<file path="src/rtl/core/sst_pkg.sv">
package sst_pkg;

	localparam int COUNT_WIDTH_DEF = 16;
	localparam int MAX_RES = 4;
	localparam int RES_IDX_W = 2;
	localparam int RES_CNT_W = 3;

	// result kinds
	localparam logic [1:0] KIND_TOK  = 2'd0;
	localparam logic [1:0] KIND_DONE = 2'd1;
	localparam logic [1:0] KIND_ERR  = 2'd2;

	// error codes
	localparam logic [1:0] ERR_BRACKET  = 2'd0;
	localparam logic [1:0] ERR_ESCAPE   = 2'd1;
	localparam logic [1:0] ERR_CHAR_LIT = 2'd2;
	localparam logic [1:0] ERR_STRING   = 2'd3;

	// characters with a meaning of their own
	localparam logic [7:0] CH_LBRACKET = 8'h5B;
	localparam logic [7:0] CH_RBRACKET = 8'h5D;
	localparam logic [7:0] CH_SLASH    = 8'h2F;
	localparam logic [7:0] CH_QUOTE    = 8'h27;
	localparam logic [7:0] CH_DQUOTE   = 8'h22;
	localparam logic [7:0] CH_BSLASH   = 8'h5C;
	localparam logic [7:0] CH_ZERO     = 8'h30;
	localparam logic [7:0] CH_N        = 8'h6E;
	localparam logic [7:0] CH_T        = 8'h74;
	localparam logic [7:0] CH_NEWLINE  = 8'h0A;
	localparam logic [7:0] CH_TAB      = 8'h09;
	localparam logic [7:0] CH_SPACE    = 8'h20;
	localparam logic [7:0] CH_CR       = 8'h0D;
	localparam logic [7:0] CH_NUL      = 8'h00;

	typedef struct packed {
		logic [7:0] ch;
		logic       at_end;
	} in_word_t;

	typedef struct packed {
		logic [1:0]  out_kind;
		logic [7:0]  tok_byte;
		logic        tok_last;
		logic [1:0]  err_code;
		logic [15:0] token_count;
	} out_word_t;

	// all the words one source byte gives rise to
	typedef struct packed {
		logic [RES_CNT_W-1:0]        n;
		out_word_t [MAX_RES-1:0]     res;
	} batch_t;

	function automatic out_word_t tok_word(input logic [7:0] b, input logic last);
		out_word_t w;
		w = '0;
		w.out_kind = KIND_TOK;
		w.tok_byte = b;
		w.tok_last = last;
		return w;
	endfunction

endpackage

</file>
<file path="src/rtl/core/sst_front.sv">
module sst_front import sst_pkg::*; #(
	parameter int COUNT_WIDTH = COUNT_WIDTH_DEF
) (
	input  logic     clk,
	input  logic     arst_n,
	input  logic     push,
	input  in_word_t item,
	output logic     full,
	input  logic     q_room,
	output logic     b_push,
	output batch_t   b_data
);

	localparam logic [3:0] M_NORMAL  = 4'd0;
	localparam logic [3:0] M_LINE    = 4'd1;
	localparam logic [3:0] M_BRACKET = 4'd2;
	localparam logic [3:0] M_LIT0    = 4'd3;
	localparam logic [3:0] M_LIT1    = 4'd4;
	localparam logic [3:0] M_LIT2    = 4'd5;
	localparam logic [3:0] M_STR     = 4'd6;
	localparam logic [3:0] M_STRESC  = 4'd7;
	localparam logic [3:0] M_DEAD    = 4'd8;

	localparam int EXT_W = (COUNT_WIDTH > 16) ? COUNT_WIDTH : 16;
	localparam logic [COUNT_WIDTH-1:0] COUNT_MAX = {COUNT_WIDTH{1'b1}};

	logic [3:0]             mode_q, md;
	logic [7:0]             held_q, hb;
	logic                   hv_q, hv;
	logic                   sw_q, sw;
	logic [7:0]             lf_q, lf;
	logic [7:0]             ls_q, ls;
	logic                   open_q, to;
	logic [COUNT_WIDTH-1:0] seen_q, ts;

	logic                 acc;
	logic [RES_CNT_W-1:0] n;
	out_word_t [MAX_RES-1:0] r;
	logic                 do_byte, do_end, skip, lone;
	logic [8:0]           esc;
	logic [EXT_W-1:0]     ts_ext;
	logic [7:0]           b;

	// {ok, value}
	function automatic logic [8:0] unescape(input logic [7:0] c, input logic [7:0] quote);
		logic [8:0] v;
		v = '0;
		if (c == CH_N)
			v = {1'b1, CH_NEWLINE};
		else if (c == CH_T)
			v = {1'b1, CH_TAB};
		else if (c == CH_ZERO)
			v = {1'b1, CH_NUL};
		else if (c == CH_BSLASH)
			v = {1'b1, CH_BSLASH};
		else if (c == quote)
			v = {1'b1, quote};
		return v;
	endfunction

	assign full = !q_room;
	assign acc  = push && q_room;
	assign b    = item.ch;

	always_comb begin
		md = mode_q; hb = held_q; hv = hv_q; sw = sw_q;
		lf = lf_q; ls = ls_q; to = open_q; ts = seen_q;
		n = '0; r = '0;
		do_byte = 1'b0; do_end = 1'b0; skip = 1'b0; lone = 1'b0;
		esc = '0; ts_ext = '0;
		unique case (mode_q)
			M_NORMAL: begin
				if (item.at_end)
					do_end = 1'b1;
				else
					do_byte = 1'b1;
			end
			M_LINE: begin
				if (item.at_end)
					do_end = 1'b1;
				else if (b == CH_NEWLINE)
					md = M_NORMAL;
			end
			M_BRACKET: begin
				if (item.at_end) begin
					r[n[RES_IDX_W-1:0]] = '{KIND_ERR, 8'h00, 1'b0, ERR_BRACKET, 16'h0000};
					n = n + 1'b1; md = M_DEAD;
				end else if (b == CH_RBRACKET) begin
					md = M_NORMAL;
				end
			end
			M_LIT0: begin
				if (item.at_end) begin
					r[n[RES_IDX_W-1:0]] = '{KIND_ERR, 8'h00, 1'b0, ERR_CHAR_LIT, 16'h0000};
					n = n + 1'b1; md = M_DEAD;
				end else begin
					lf = b; md = M_LIT1;
				end
			end
			M_LIT1: begin
				if (item.at_end || (lf_q != CH_BSLASH && b != CH_QUOTE)) begin
					r[n[RES_IDX_W-1:0]] = '{KIND_ERR, 8'h00, 1'b0, ERR_CHAR_LIT, 16'h0000};
					n = n + 1'b1; md = M_DEAD;
				end else if (lf_q == CH_BSLASH) begin
					ls = b; md = M_LIT2;
				end else begin
					r[0] = tok_word(CH_QUOTE, 1'b0);
					r[1] = tok_word(lf_q, 1'b0);
					r[2] = tok_word(CH_QUOTE, 1'b1);
					n = 3'd3;
					if (ts != COUNT_MAX) ts = ts + 1'b1;
					md = M_NORMAL;
				end
			end
			M_LIT2: begin
				esc = unescape(ls_q, CH_QUOTE);
				if (!item.at_end && b == CH_QUOTE) begin
					if (esc[8]) begin
						r[0] = tok_word(CH_QUOTE, 1'b0);
						r[1] = tok_word(esc[7:0], 1'b0);
						r[2] = tok_word(CH_QUOTE, 1'b1);
						n = 3'd3;
						if (ts != COUNT_MAX) ts = ts + 1'b1;
						md = M_LIT0;
					end else begin
						r[0] = '{KIND_ERR, 8'h00, 1'b0, ERR_ESCAPE, 16'h0000};
						n = 3'd1; md = M_DEAD;
					end
				end else if (ls_q == CH_QUOTE) begin
					// lone backslash literal, the byte after it is fresh text
					r[0] = tok_word(CH_QUOTE, 1'b0);
					r[1] = tok_word(CH_BSLASH, 1'b0);
					r[2] = tok_word(CH_QUOTE, 1'b1);
					n = 3'd3;
					if (ts != COUNT_MAX) ts = ts + 1'b1;
					md = M_NORMAL;
					if (item.at_end)
						do_end = 1'b1;
					else
						do_byte = 1'b1;
				end else begin
					r[0] = '{KIND_ERR, 8'h00, 1'b0, ERR_CHAR_LIT, 16'h0000};
					n = 3'd1; md = M_DEAD;
				end
			end
			M_STR: begin
				if (item.at_end) begin
					r[0] = '{KIND_ERR, 8'h00, 1'b0, ERR_STRING, 16'h0000};
					n = 3'd1; md = M_DEAD;
				end else if (b == CH_DQUOTE) begin
					r[0] = tok_word(CH_ZERO, 1'b1);
					n = 3'd1;
					if (ts != COUNT_MAX) ts = ts + 1'b1;
					md = M_NORMAL;
				end else if (b == CH_BSLASH) begin
					md = M_STRESC;
				end else begin
					r[0] = tok_word(CH_QUOTE, 1'b0);
					r[1] = tok_word(b, 1'b0);
					r[2] = tok_word(CH_QUOTE, 1'b1);
					n = 3'd3;
					if (ts != COUNT_MAX) ts = ts + 1'b1;
				end
			end
			M_STRESC: begin
				esc = unescape(b, CH_DQUOTE);
				if (item.at_end) begin
					r[0] = '{KIND_ERR, 8'h00, 1'b0, ERR_STRING, 16'h0000};
					n = 3'd1; md = M_DEAD;
				end else if (esc[8]) begin
					r[0] = tok_word(CH_QUOTE, 1'b0);
					r[1] = tok_word(esc[7:0], 1'b0);
					r[2] = tok_word(CH_QUOTE, 1'b1);
					n = 3'd3;
					if (ts != COUNT_MAX) ts = ts + 1'b1;
					md = M_STR;
				end else begin
					r[0] = '{KIND_ERR, 8'h00, 1'b0, ERR_ESCAPE, 16'h0000};
					n = 3'd1; md = M_DEAD;
				end
			end
			default: begin
				// dead after an error, the end marker restarts
				if (item.at_end) begin
					md = M_NORMAL; hb = '0; hv = 1'b0; sw = 1'b0;
					lf = '0; ls = '0; to = 1'b0; ts = '0;
				end
			end
		endcase

		if (do_byte) begin
			if (sw) begin
				sw = 1'b0;
				if (b == CH_SLASH) begin
					if (hv) begin
						r[n[RES_IDX_W-1:0]] = tok_word(hb, 1'b1);
						n = n + 1'b1;
						if (ts != COUNT_MAX) ts = ts + 1'b1;
					end
					hv = 1'b0; to = 1'b0; md = M_LINE; skip = 1'b1;
				end else begin
					if (hv) begin
						r[n[RES_IDX_W-1:0]] = tok_word(hb, 1'b0);
						n = n + 1'b1; to = 1'b1;
					end
					hb = CH_SLASH; hv = 1'b1;
				end
			end
			if (!skip) begin
				if (b == CH_SPACE || (b >= CH_TAB && b <= CH_CR) || b == CH_LBRACKET
						|| b == CH_QUOTE || b == CH_DQUOTE) begin
					if (hv) begin
						r[n[RES_IDX_W-1:0]] = tok_word(hb, 1'b1);
						n = n + 1'b1;
						if (ts != COUNT_MAX) ts = ts + 1'b1;
					end
					hv = 1'b0; to = 1'b0;
					if (b == CH_LBRACKET)
						md = M_BRACKET;
					else if (b == CH_QUOTE)
						md = M_LIT0;
					else if (b == CH_DQUOTE)
						md = M_STR;
				end else if (b == CH_SLASH) begin
					sw = 1'b1;
				end else begin
					if (hv) begin
						r[n[RES_IDX_W-1:0]] = tok_word(hb, 1'b0);
						n = n + 1'b1; to = 1'b1;
					end
					hb = b; hv = 1'b1;
				end
			end
		end

		if (do_end) begin
			// in line-comment mode nothing is held, so this only finishes
			lone = !to && (hv ^ sw);
			if (!lone) begin
				if (hv) begin
					r[n[RES_IDX_W-1:0]] = tok_word(hb, !sw);
					n = n + 1'b1;
					if (!sw && ts != COUNT_MAX) ts = ts + 1'b1;
				end
				if (sw) begin
					r[n[RES_IDX_W-1:0]] = tok_word(CH_SLASH, 1'b1);
					n = n + 1'b1;
					if (ts != COUNT_MAX) ts = ts + 1'b1;
				end
			end
			ts_ext = EXT_W'(ts);
			r[n[RES_IDX_W-1:0]] = '{KIND_DONE, 8'h00, 1'b0, 2'd0,
				(ts_ext > EXT_W'(16'hFFFF)) ? 16'hFFFF : ts_ext[15:0]};
			n = n + 1'b1;
			md = M_NORMAL; hb = '0; hv = 1'b0; sw = 1'b0;
			lf = '0; ls = '0; to = 1'b0; ts = '0;
		end
	end

	assign b_push = acc && (n != '0);
	assign b_data = '{n, r};

	always_ff @(posedge clk or negedge arst_n) begin
		if (!arst_n) begin
			mode_q <= M_NORMAL;
			held_q <= '0;
			hv_q   <= 1'b0;
			sw_q   <= 1'b0;
			lf_q   <= '0;
			ls_q   <= '0;
			open_q <= 1'b0;
			seen_q <= '0;
		end else if (acc) begin
			mode_q <= md;
			held_q <= hb;
			hv_q   <= hv;
			sw_q   <= sw;
			lf_q   <= lf;
			ls_q   <= ls;
			open_q <= to;
			seen_q <= ts;
		end
	end

endmodule

</file>
<file path="src/rtl/core/sst_queue.sv">
module sst_queue import sst_pkg::*; (
	input  logic   clk,
	input  logic   arst_n,
	input  logic   wr,
	input  batch_t wdata,
	output logic   room,
	output logic   head_valid,
	output batch_t head,
	input  logic   rd
);

	batch_t     mem_q [2];
	logic       wptr_q, rptr_q;
	logic [1:0] cnt_q;
	logic       do_wr, do_rd;

	assign room       = (cnt_q != 2'd2);
	assign head_valid = (cnt_q != 2'd0);
	assign head       = mem_q[rptr_q];
	assign do_wr      = wr && room;
	assign do_rd      = rd && head_valid;

	always_ff @(posedge clk) begin
		if (do_wr)
			mem_q[wptr_q] <= wdata;
	end

	always_ff @(posedge clk or negedge arst_n) begin
		if (!arst_n) begin
			wptr_q <= 1'b0;
			rptr_q <= 1'b0;
			cnt_q  <= 2'd0;
		end else begin
			if (do_wr)
				wptr_q <= ~wptr_q;
			if (do_rd)
				rptr_q <= ~rptr_q;
			if (do_wr && !do_rd)
				cnt_q <= cnt_q + 2'd1;
			else if (do_rd && !do_wr)
				cnt_q <= cnt_q - 2'd1;
		end
	end

endmodule

</file>
<file path="src/rtl/core/sst_back.sv">
module sst_back import sst_pkg::*; (
	input  logic      clk,
	input  logic      arst_n,
	input  logic      head_valid,
	input  batch_t    head,
	output logic      head_pop,
	output logic      empty,
	output out_word_t result,
	input  logic      pop
);

	logic [RES_IDX_W-1:0] idx_q;
	out_word_t            out_q;
	logic                 vld_q;
	logic                 load, last_word;

	assign load      = head_valid && (!vld_q || pop);
	assign last_word = (RES_CNT_W'(idx_q) + 1'b1) >= head.n;
	assign head_pop  = load && last_word;
	assign empty     = !vld_q;
	assign result    = out_q;

	always_ff @(posedge clk) begin
		if (load)
			out_q <= head.res[idx_q];
	end

	always_ff @(posedge clk or negedge arst_n) begin
		if (!arst_n) begin
			idx_q <= '0;
			vld_q <= 1'b0;
		end else begin
			if (load)
				idx_q <= last_word ? '0 : idx_q + 1'b1;
			if (load)
				vld_q <= 1'b1;
			else if (pop)
				vld_q <= 1'b0;
		end
	end

endmodule

</file>
<file path="src/rtl/core/script_source_tokenizer.sv">
// source-text tokenizer, one source byte in, a stream of token bytes out
// input side is a queue: drive item and raise push; a word is taken at a clock
//   edge where push is high and full is low; item.at_end marks the end of the text
// result side is a queue too: while empty is low the oldest result word sits on
//   result; raising pop takes it at the next edge
// each result word is a token byte with its end-of-token flag, a finished word
//   with the saturated token count, or an error word with its code
// the front end classifies a byte in the cycle it is taken and writes all the
//   words it causes (up to four) as one entry of a two-entry queue
// the back end sends one word per cycle, while pop keeps up, through a single output register
// the words of a byte pass through the queue entry and then the output register
// throughput: a byte is taken every cycle while the queue has room; a byte that
//   causes more than one word holds the back end until each has gone out, so string
//   text, three words per byte, is paced by the one-word-per-cycle output register
// a stalled receiver fills the output register and then the queue, after which
//   full rises; nothing is lost, and words wait as long as needed
// reset (arst_n low) empties both queues and returns the scanner to plain text
module script_source_tokenizer import sst_pkg::*; #(
	parameter int COUNT_WIDTH = COUNT_WIDTH_DEF
) (
	input  logic      clk,
	input  logic      arst_n,
	input  logic      push,
	input  in_word_t  item,
	output logic      full,
	output logic      empty,
	output out_word_t result,
	input  logic      pop
);

	// front to queue
	logic   b_push;
	batch_t b_data;
	logic   q_room;

	// queue to back
	logic   head_valid;
	batch_t head;
	logic   head_pop;

	// classify and update the scanner state
	sst_front #(
		.COUNT_WIDTH(COUNT_WIDTH)
	) u_front (
		.clk    (clk),
		.arst_n (arst_n),
		.push   (push),
		.item   (item),
		.full   (full),
		.q_room (q_room),
		.b_push (b_push),
		.b_data (b_data)
	);

	// decouples the scanner from a stalled receiver
	sst_queue u_queue (
		.clk        (clk),
		.arst_n     (arst_n),
		.wr         (b_push),
		.wdata      (b_data),
		.room       (q_room),
		.head_valid (head_valid),
		.head       (head),
		.rd         (head_pop)
	);

	// one word per cycle into the output register, while pop keeps up
	sst_back u_back (
		.clk        (clk),
		.arst_n     (arst_n),
		.head_valid (head_valid),
		.head       (head),
		.head_pop   (head_pop),
		.empty      (empty),
		.result     (result),
		.pop        (pop)
	);

endmodule

</file>
<file path="config.mk">
export PLATFORM = sky130hd
export DESIGN_NAME = script_source_tokenizer
export DESIGN_NICKNAME = d
export VERILOG_FILES = /design/src/rtl/core/sst_pkg.sv /design/src/rtl/core/sst_front.sv /design/src/rtl/core/sst_queue.sv /design/src/rtl/core/sst_back.sv /design/src/rtl/core/script_source_tokenizer.sv
export SDC_FILE = /design/constraint.sdc
export NUM_CORES = 1
export LEC_CHECK = 0
export BUFFER_PORTS_ARGS = -buffer_cell sky130_fd_sc_hd__buf_2
export CAP_MARGIN = 20
export CELL_PAD_IN_SITES_DETAIL_PLACEMENT = 1
export CELL_PAD_IN_SITES_GLOBAL_PLACEMENT = 1
export CORE_MARGIN = 4
export CORE_UTILIZATION = 35
export DETAILED_ROUTE_END_ITERATION = 7
export MAX_ROUTING_LAYER = met4
export PLACE_DENSITY_LB_ADDON = 0.08
export SYNTH_ARGS = -nofsm -noshare
export SYNTH_HDL_FRONTEND = slang
export SYNTH_SLANG_ARGS = --single-unit
</file>
<file path="constraint.sdc">
create_clock -name clk -period 30.8 [get_ports clk]
set_input_delay 1.54 -clock clk [delete_from_list [all_inputs] [get_ports clk]]
set_output_delay 1.54 -clock clk [all_outputs]
set_load 0.02 [all_outputs]
</file>
Yosys cells after proc, flatten, opt, wreduce, memory -nomap -nowiden
Memories as Yosys holds them, arrays and structs flattened.
Index checks and enable logic that the tools add are counted.

word-level totals
  bits in writable memories = 238
  output and inout bits = 31
  memories = 1
  logic and storage cells = 355
  register bits after elaboration = 83

cells by class
  add/subtract/negate cells = 14
  order comparisons = 15
  mux-type cells = 218
  bitwise logic cells = 6
  reductions and logical operators = 46
  eq/ne operators = 37

memories
  name           words  bits a word  rd ports  clocked after Yosys merged registers in  write ports  line             source
  u_queue.mem_q  2      119          1         0                                        1            sst_queue.sv:12  batch_t mem_q [2];

operator list
  kind                                                             count
  116-bit two-way mux                                              18
  116-bit bitwise mux                                              6
  16-bit two-way mux                                               32
  29-bit two-way mux                                               15
  29-bit demux with 2-bit select                                   5
  83-bit two-way mux                                               3
  58-bit two-way mux                                               4
  58-bit one-hot mux with 4 select lines                           1
  29-bit one-hot mux with 6 select lines                           1
  54-bit two-way mux                                               3
  8-bit two-way mux                                                16
  9-bit two-way mux                                                12
  4-bit two-way mux                                                24
  92-bit AND                                                       1
  92-bit inverter                                                  1
  16-bit by 1-bit adder with 16-bit output, second input constant  5
  16-bit inequality test, second input constant                    5
  16-bit one-hot mux with 5 select lines                           1
  8-bit by 7-bit == test with 1-bit output, second input constant  9
  3-bit two-way mux                                                21
  29-bit binary-select mux with 2-bit select                       1
  8-bit by 6-bit == test with 1-bit output, second input constant  7
  1-bit two-way mux                                                41
  4-bit one-hot mux with 8 select lines                            1
  other kinds (39)                                                 103

Longest topological paths before layout
Gate-level depths: netlist (run 1).

  depth in word-level cells = 37
  mapped depth = 45
  mapped depth without buffers = 37

Cells and area by module
A second synthesis (run 1) with hierarchy kept.

second synthesis, totals
  cells, all modules = 1977
  area total of the unflattened synthesis = 20647.3 µm²

modules (own cells, without submodules)
  module     area each (µm²)  seq. area each (µm²)  cells an instance  times used
  sst_front  10038.4          1176.1                1501               1
  sst_queue  8814.7           7247.0                388                1
  sst_back   1794.2           945.9                 88                 1

Worst setup path after synthesis (run 1)
No wires, ideal clock.

  path kind = input to register
  from = input item[8] (netlist name)
  to = memory u_queue.mem_q[0][0] (netlist name), enable pin
  arrival time = 11397 ps
  setup slack = 18823 ps
  stages = 25
  required time = 30219 ps
  path buffers = 2
  cell sequence = buf_4 or4_4 or3_1 clkbuf_1 nand2_1 nor2_1 nor4_1 ha_1 nor2_1 a21oi_1 ha_1 nand2_1 o211a_1 a21oi_1 ha_1 mux2i_1 inv_1 ha_1 a21oi_1 o21ai_0 ha_1 xnor2_1 o22ai_1 o311ai_0 nor2_1

RTL lines
  item             line                           source
  start, declared  script_source_tokenizer.sv:24  input in_word_t item,
  end, declared    sst_queue.sv:12

==> key figures, run 1 <==
Power
  – Leak: 7.14 nW
  – Pwr dens: 75.3 nW/um^2
  – VDD IR max: 0.0470 mV

STA
  – Setup-failing EPs final: 0
  – Skew final: 0.0256 ns
  – Final Hold Viols: 0
  – RSZ-0062 raised after global routing: no
  – Fin Setup TNS: 0 ns
  – Slew HR: 28.3%
  – Max Clk Rate: 84.2 MHz
  – Max Slew Vio Count: 0
  – Worst-Margin Slew: 1.07 ns
  – Final period util: 38.6%
  – Tmin final: 11.88 ns

Critical path
  – CP max stage delay: 0.70 ns
  – Crit path launch: item[4]
  – CP arrival: 12.12 ns
  – Crit-path slowest cell: a2111oi_4
  – Critical Path Fanout Max: 17
  – CP Capture Type: flip-flop
  – CP startpoint kind: primary input
  – Reg2Reg Depth: 34
  – FF-to-FF setup slack: 19.34 ns
  – WS Path Type: in2reg
  – Reg2reg start: u_front.mode_q[3]$_DFFE_PN0P_
  – R2r endpoint: u_queue.mem_q[1][7]$_DFFE_PP_
  – CP required: 31.04 ns

Yosys
  – Post-synth EDFFs: 249
  – Synth Flop Type: edfxtp_1
  – Flops & latches, synth: 303
  – Yosys warning count: 0
  – Synth top area cells: edfxtp_1, dfrtp_1, mux4_2
  – Fraction of registers with async set/reset: 17.8%
  – Syn_nets: 1862
  – Cell taking the most area after synthesis: edfxtp_1
  – Post-Synthesis Cell Area: 18500 um^2
  – Sequential-to-total area share from yosys stat: 47.7%
  – Synth top area share: 40.4%
  – Syn_area_per_cell: 10.2 um^2
  – Distinct cells, synth: 108
  – Cell with the most instances after synthesis: nand2_1
  – Synth top cells by count: nand2_1, edfxtp_1, nor2_1
  – Gate Count Post-Synth: 1818

Finish
  – Area Growth Syn to Fin: 11.5%
  – # diodes: 0
  – Layout Cells excl Fill: 2542
  – Share of layout cells above drive strength 1: 12.9%
  – Total of fill cells in the finished design: 5742
  – Nets: 1879

Clocking
  – TritonCTS Sinks: 303
  – CTS Hold Bufs: 0
  – CTS tree: built
  – Max Buffers Root-to-Sink: 3
  – Postcts setup bufs: 0
  – Clk_lat worst skew: 0.56 ns
  – CTS buffer count: 37
  – Resize count post-CTS: 0
  – Worst-path clk slew: 0.06 ns
  – H-tree lvl count: 2
  – CTS Root Cell: clkbuf_16

Drt
  – Starting DRT DRC Count: 1263
  – Drt pass-1 iters: 5
  – Residual DRC: 0
  – Via count: 15335
  – Overall routed net length: 65.2 mm
  – Vias/cell: 6.03
  – Avg WL per Cell: 25.6 um
  – Final ANT Viol Nets: 0

Place
  – Post-DP HPWL: 47.4 mm
  – Final GP Congestion: 0.924
  – Port-buffer cells: 43
  – Dpl cells: 2475

Floorplan
  – Die height: 238 um
  – Die width: 238 um
  – Starting Density: 35.7%
  – Row Count: 83
  – IO Pins: 44
  – Die footprint: 56600 um^2
  – Core Area: 51800 um^2

Hold path
  – Worst hold stages: 2
  – Min-Delay Path Class: reg2reg
  – Hold Path Origin: u_front.lf_q[3]$_DFFE_PN0P_
  – Hold Path Sink: u_front.lf_q[3]$_DFFE_PN0P_

GRT
  – Global Route Usage Sum: 23.3%
  – Largest net degree at the start of global routing: 73
  – Global-route wire length before repair: 99.3 mm
  – Initial antenna violation count: 0
  – Vias in the first global route: 15660
  – Grt ovf: 0

Run status
  – Status: finished clean

Flow run
  – Max_cap viols: 0
-- cell type report --
type	instances	area, um^2	area share, %
Sequential cell	303	8830	42.9
Timing Repair Buffer	81	495	2.40
Multi-Input combinational cell	1374	9130	44.3
Clock inverter	20	169	0.819
Tap cell	680	851	4.13
Clock buffer	46	991	4.81
Inverter	38	143	0.692
-- registers in the layout, summed over array words and instances (netlist names) --
name            cells
u_back.vld_q        1
u_back.idx_q        2
u_queue.rptr_q      1
u_front.held_q      8
u_queue.mem_q     220
u_front.hv_q        1
u_front.sw_q        1
u_queue.wptr_q      1
u_front.seen_q     16
u_queue.cnt_q       2
u_front.open_q      1
u_back.result      29
u_front.lf_q        8
u_front.ls_q        8
u_front.mode_q      4
-- cells by family after synthesis --
family / synth area share (%)
muxes: 7.64
buffers and inverters: 3.02
and+or+nand+nor: 21.3
xor gates and xnor gates: 1.61
DFF: 47.7
adders and majority gates: 2.15
AOI/OAI and AO/OA: 16.6
-- per-layer routing --
metal	part of all wire, %	global-route usage [%]	up-vias
met3	4.7	3.16	71
met4	1.6	4.55	0
li1	-	-	7039
met2	47	36.6	347
met1	47	32.7	7878
met5	0	-	-
-- critical path, delay by kind of cell --
kind            cells  cell delay [ns]
buf+inv             3             0.62
mux                 1             0.41
compound gates     11             4.03
fa+ha+maj           3             0.95
simple gates       17             4.52
-- worst max path at each step --
stage	endpoint	cells past startpoint
5_1_grt	u_queue.mem_q[1][8]$_DFFE_PP_	35
2_1_floorplan	u_queue.mem_q[0][0]$_DFFE_PP_	25
6_report	u_queue.mem_q[1][7]$_DFFE_PP_	35
4_1_cts	u_queue.mem_q[1][7]$_DFFE_PP_	35
3_3_place_gp	u_queue.mem_q[0][7]$_DFFE_PP_	35
3_5_place_dp	u_queue.mem_q[0][7]$_DFFE_PP_	35
-- through the flow --
step                hold slack, ns  setup slack (ns)  instance area (um^2)  total power (W)  util (%)
global route                 0.535             17.80                 20600          0.00164      39.8
finish                       0.511             18.92                 20600          0.00155      39.8
detailed placement           0.491             18.62                 19400          0.00115      37.5
CTS                          0.511             19.12                 20600          0.00157      39.8
floorplan                    0.452             18.82                 18500         0.000973         -
global placement             0.488             19.04                 19400          0.00114      37.5
-- cells in the final DEF (no fill, tap or decap), types with 16 or more instances in the layout --
cell type  count
a21oi_1       88
edfxtp_1     249
or3_1         16
nor3_1        40
inv_1         35
ha_1          31
nor2_1       168
xnor2_1       25
buf_4         36
mux2i_1       22
and3_1        26
nand2_1      287
nor4_1        25
mux4_2        52
buf_2         44
o21ai_0      107
a211oi_1      21
a31oi_1       25
clkbuf_16     38
nand3_1       81
nand4_1       36
dfrtp_1       52
-- power breakdown --
group / total, W / leakage, nW / switching [W] / internal, W
Sequential: 0.000619 / 3.10 / 0.0000405 / 0.000578
Clock: 0.000421 / 0.554 / 0.000175 / 0.000246
Combinational: 0.000512 / 3.48 / 0.000337 / 0.000175
Total: 0.00155 / 7.14 / 0.000553 / 0.00100
No activity file was read; power rests on OpenSTA's default activity.
==> inputs of run 2 (changes only) <==
==> constraint.sdc (replaced) <==
create_clock -name clk -period 11.7 [get_ports clk]
set_input_delay 0.585 -clock clk [delete_from_list [all_inputs] [get_ports clk]]
set_output_delay 0.585 -clock clk [all_outputs]
set_load 0.02 [all_outputs]
==> run 2 against run 1 <==
  * Global-route usage rose by 0.23 points
  * Clock-buffer cell count is 4 lower
  * Combinational power rose to 2.6 times the previous value
  * Largest cell class unchanged
  * Critical path type is now reg2reg
  * Cell count up 0.28%
  * Final area increased by 0.69%
  * Sequential share of layout area shrank 0.29 points
  * Wire length rose by 0.67%
  * Register-to-register slack worse by 18 ns
  * Die area did not move
==> key figures, run 2 (synthesized netlist as in run 1, its figures left out) <==
GRT
  – Largest net degree at the start of global routing: 111 (was 73)
  – Grt ovf: 0 (unchanged)
  – Global-route wire length before repair: 100 mm (was 99.3 mm)
  – Global Route Usage Sum: 23.5% (was 23.3%)
  – Vias in the first global route: 15729 (was 15660)
  – Initial antenna violation count: 0 (unchanged)

Finish
  – Commonest non-fill, non-tap cell in the layout: nand2_1 (unchanged)
  – Nets: 1885 (was 1879)
  – Share of layout cells above drive strength 1: 13.8% (was 12.9%)
  – # diodes: 0 (unchanged)
  – Reg with most FFs: u_queue.mem_q (unchanged)
  – Most frequent cells in the layout: nand2_1, edfxtp_1, nor2_1 (unchanged)
  – Total of fill cells in the finished design: 5752 (was 5742)
  – Final Cell Area: 20800 um^2 (was 20600 um^2)
  – Area Growth Syn to Fin: 12.2% (was 11.5%)
  – Max reg flops: 220 (unchanged)

Place
  – Port-buffer cells: 43 (unchanged)
  – Area after DPL: 19500 um^2 (was 19400 um^2)
  – Final GP Congestion: 0.902 (was 0.924)
  – Post-DP HPWL: 47.6 mm (was 47.4 mm)

Critical path
  – WS Path Type: reg2reg (was in2reg)
  – CP max stage delay: 0.58 ns (was 0.70 ns)
  – Crit-path slowest cell: a311oi_1 (was a2111oi_4)
  – CP Capture Type: flip-flop (unchanged)
  – CP required: 11.95 ns (was 31.04 ns)
  – CP arrival: 10.92 ns (was 12.12 ns)
  – Critical Path Fanout Max: 16 (was 17)
  – CP startpoint kind: flip-flop (was primary input)

STA
  – RSZ-0062 raised after global routing: no (unchanged)
  – Setup-failing EPs final: 0 (unchanged)
  – Final period util: 91.2%
  – Final Hold Viols: 0 (unchanged)
  – Worst-Margin Slew: 1.09 ns (was 1.07 ns)
  – Slew HR: 26.5% (was 28.3%)
  – Tmin final: 10.67 ns
  – Final hold slack: 0.201 ns (was 0.511 ns)
  – Skew final: 0.0354 ns (was 0.0256 ns)
  – Max Clk Rate: 93.7 MHz
  – Max Slew Vio Count: 0 (unchanged)
  – Fin Setup TNS: 0 ns (unchanged)

Power
  – Sw Pwr: 0.00147 W (was 0.000553 W)
  – Leak: 7.21 nW (was 7.14 nW)
  – Flop pwr share: 39.7% (was 39.9%)
  – Pwr dens: 200 nW/um^2 (was 75.3 nW/um^2)
  – Internal: 0.00267 W (was 0.00100 W)
  – Comb pwr share: 32.3% (was 33.0%)
  – Switching share of power: 35.5% (was 35.6%)
  – Clk pwr share: 28.0% (was 27.1%)
  – VDD IR max: 0.126 mV (was 0.0470 mV)

Drt
  – Via count: 15396 (was 15335)
  – Starting DRT DRC Count: 1285 (was 1263)
  – Overall routed net length: 65.6 mm (was 65.2 mm)
  – Avg WL per Cell: 25.7 um (was 25.6 um)
  – Final ANT Viol Nets: 0 (unchanged)
  – Vias/cell: 6.04 (was 6.03)
  – Residual DRC: 0 (unchanged)
  – Drt pass-1 iters: 5 (unchanged)

Floorplan
  – Die width: 238 um (unchanged)
  – Die height: 238 um (unchanged)
  – Starting Density: 35.7% (unchanged)
  – Die footprint: 56600 um^2 (unchanged)
  – Core Area: 51800 um^2 (unchanged)
  – IO Pins: 44 (unchanged)
  – Row Count: 83 (unchanged)

Hold path
  – Min-Delay Path Class: in2async (was reg2reg)

Flow run
  – Max_cap viols: 0 (unchanged)

Clocking
  – CTS buffer count: 37 (unchanged)
  – Worst-path clk slew: 0.06 ns (about the same)
  – H-tree lvl count: 2 (unchanged)
  – CTS Root Cell: clkbuf_16 (unchanged)
  – Max Buffers Root-to-Sink: 3 (unchanged)
  – TritonCTS Sinks: 303 (unchanged)
  – CTS tree: built (unchanged)
  – Clk_lat worst skew: 0.57 ns (was 0.56 ns)

Run status
  – Status: finished clean (unchanged)
run 2: stage by stage:
| step | setup WS [ns] | instances | util (%) | total power, W |
|---|---|---|---|---|
| final | 1.03 | 2549 | 40.1 | 0.00414 |
| after global placement | 1.16 | 2481 | 37.6 | 0.00299 |
| after detailed placement | 0.705 | 2482 | 37.7 | 0.00303 |
| after CTS | 0.707 | 2549 | 40.0 | 0.00421 |
| after floorplan | 0.678 | 1818 | - | 0.00256 |
| after global routing | 0.0910 | 2549 | 40.1 | 0.00438 |
run 2: layout make-up:
class | count | area [um^2] | share of cell area, %
timing repair buffer | 87 | 556 | 2.68
clock inverter | 25 | 259 | 1.25
clock buffer | 42 | 966 | 4.65
sequential | 303 | 8830 | 42.6
tap | 680 | 851 | 4.10
multi-input combinational | 1374 | 9150 | 44.1
inverter | 38 | 143 | 0.687
run 2: worst paths after layout:
| path | startpoint | to | slack [ns] | depth (start not counted) |
|---|---|---|---|---|
| max in group asynchronous | arst_n | u_queue.rptr_q$_DFFE_PN0P_ | 10.83 | 2 |
| worst min-delay path | arst_n | u_front.ls_q[0]$_DFFE_PN0P_ | 0.20 | 2 |
| min in group clk | pop | u_back.vld_q$_DFFE_PN0P_ | 0.33 | 3 |
| worst min register to register | u_front.lf_q[6]$_DFFE_PN0P_ | u_front.lf_q[6]$_DFFE_PN0P_ | 0.50 | 2 |
| worst max-delay path | u_front.mode_q[2]$_DFFE_PN0P_ | u_queue.mem_q[1][8]$_DFFE_PP_ | 1.03 | 38 |
| worst max register to register | u_front.mode_q[2]$_DFFE_PN0P_ | u_queue.mem_q[1][8]$_DFFE_PP_ | 1.03 | 38 |
run 2: what timing repair did:
item	in CTS	in global routing
hold buffers	0	0
resized for setup	0	5
endpoints found under the setup margin	0	86
setup buffers	0	0
run 2: per-layer routing:
metal | part of all wire (%) | GRT usage, % | wire length, um
met5 | 0 | - | 0
met4 | 1.5 | 4.35 | 998
met3 | 5.0 | 3.12 | 3300
met2 | 47 | 36.6 | 30800
met1 | 46 | 33.4 | 30500
run 2: critical path: cells and delay by family (launching register included):
kind	cells	cell delay [ns]
compound gates	11	3.34
buf+inv	3	0.56
simple gates	19	4.48
flops	1	0.54
fa+ha+maj	4	1.24
mux	1	0.17
run 2: power groups by stage:
stage | sequential (W) | clock [W] | combinational [W]
floorplan | 0.00170 | 0 | 0.000864
global placement | 0.00165 | 0 | 0.00134
detailed placement | 0.00167 | 0 | 0.00136
CTS | 0.00165 | 0.00119 | 0.00137
global route | 0.00167 | 0.00124 | 0.00147
finish | 0.00165 | 0.00116 | 0.00134
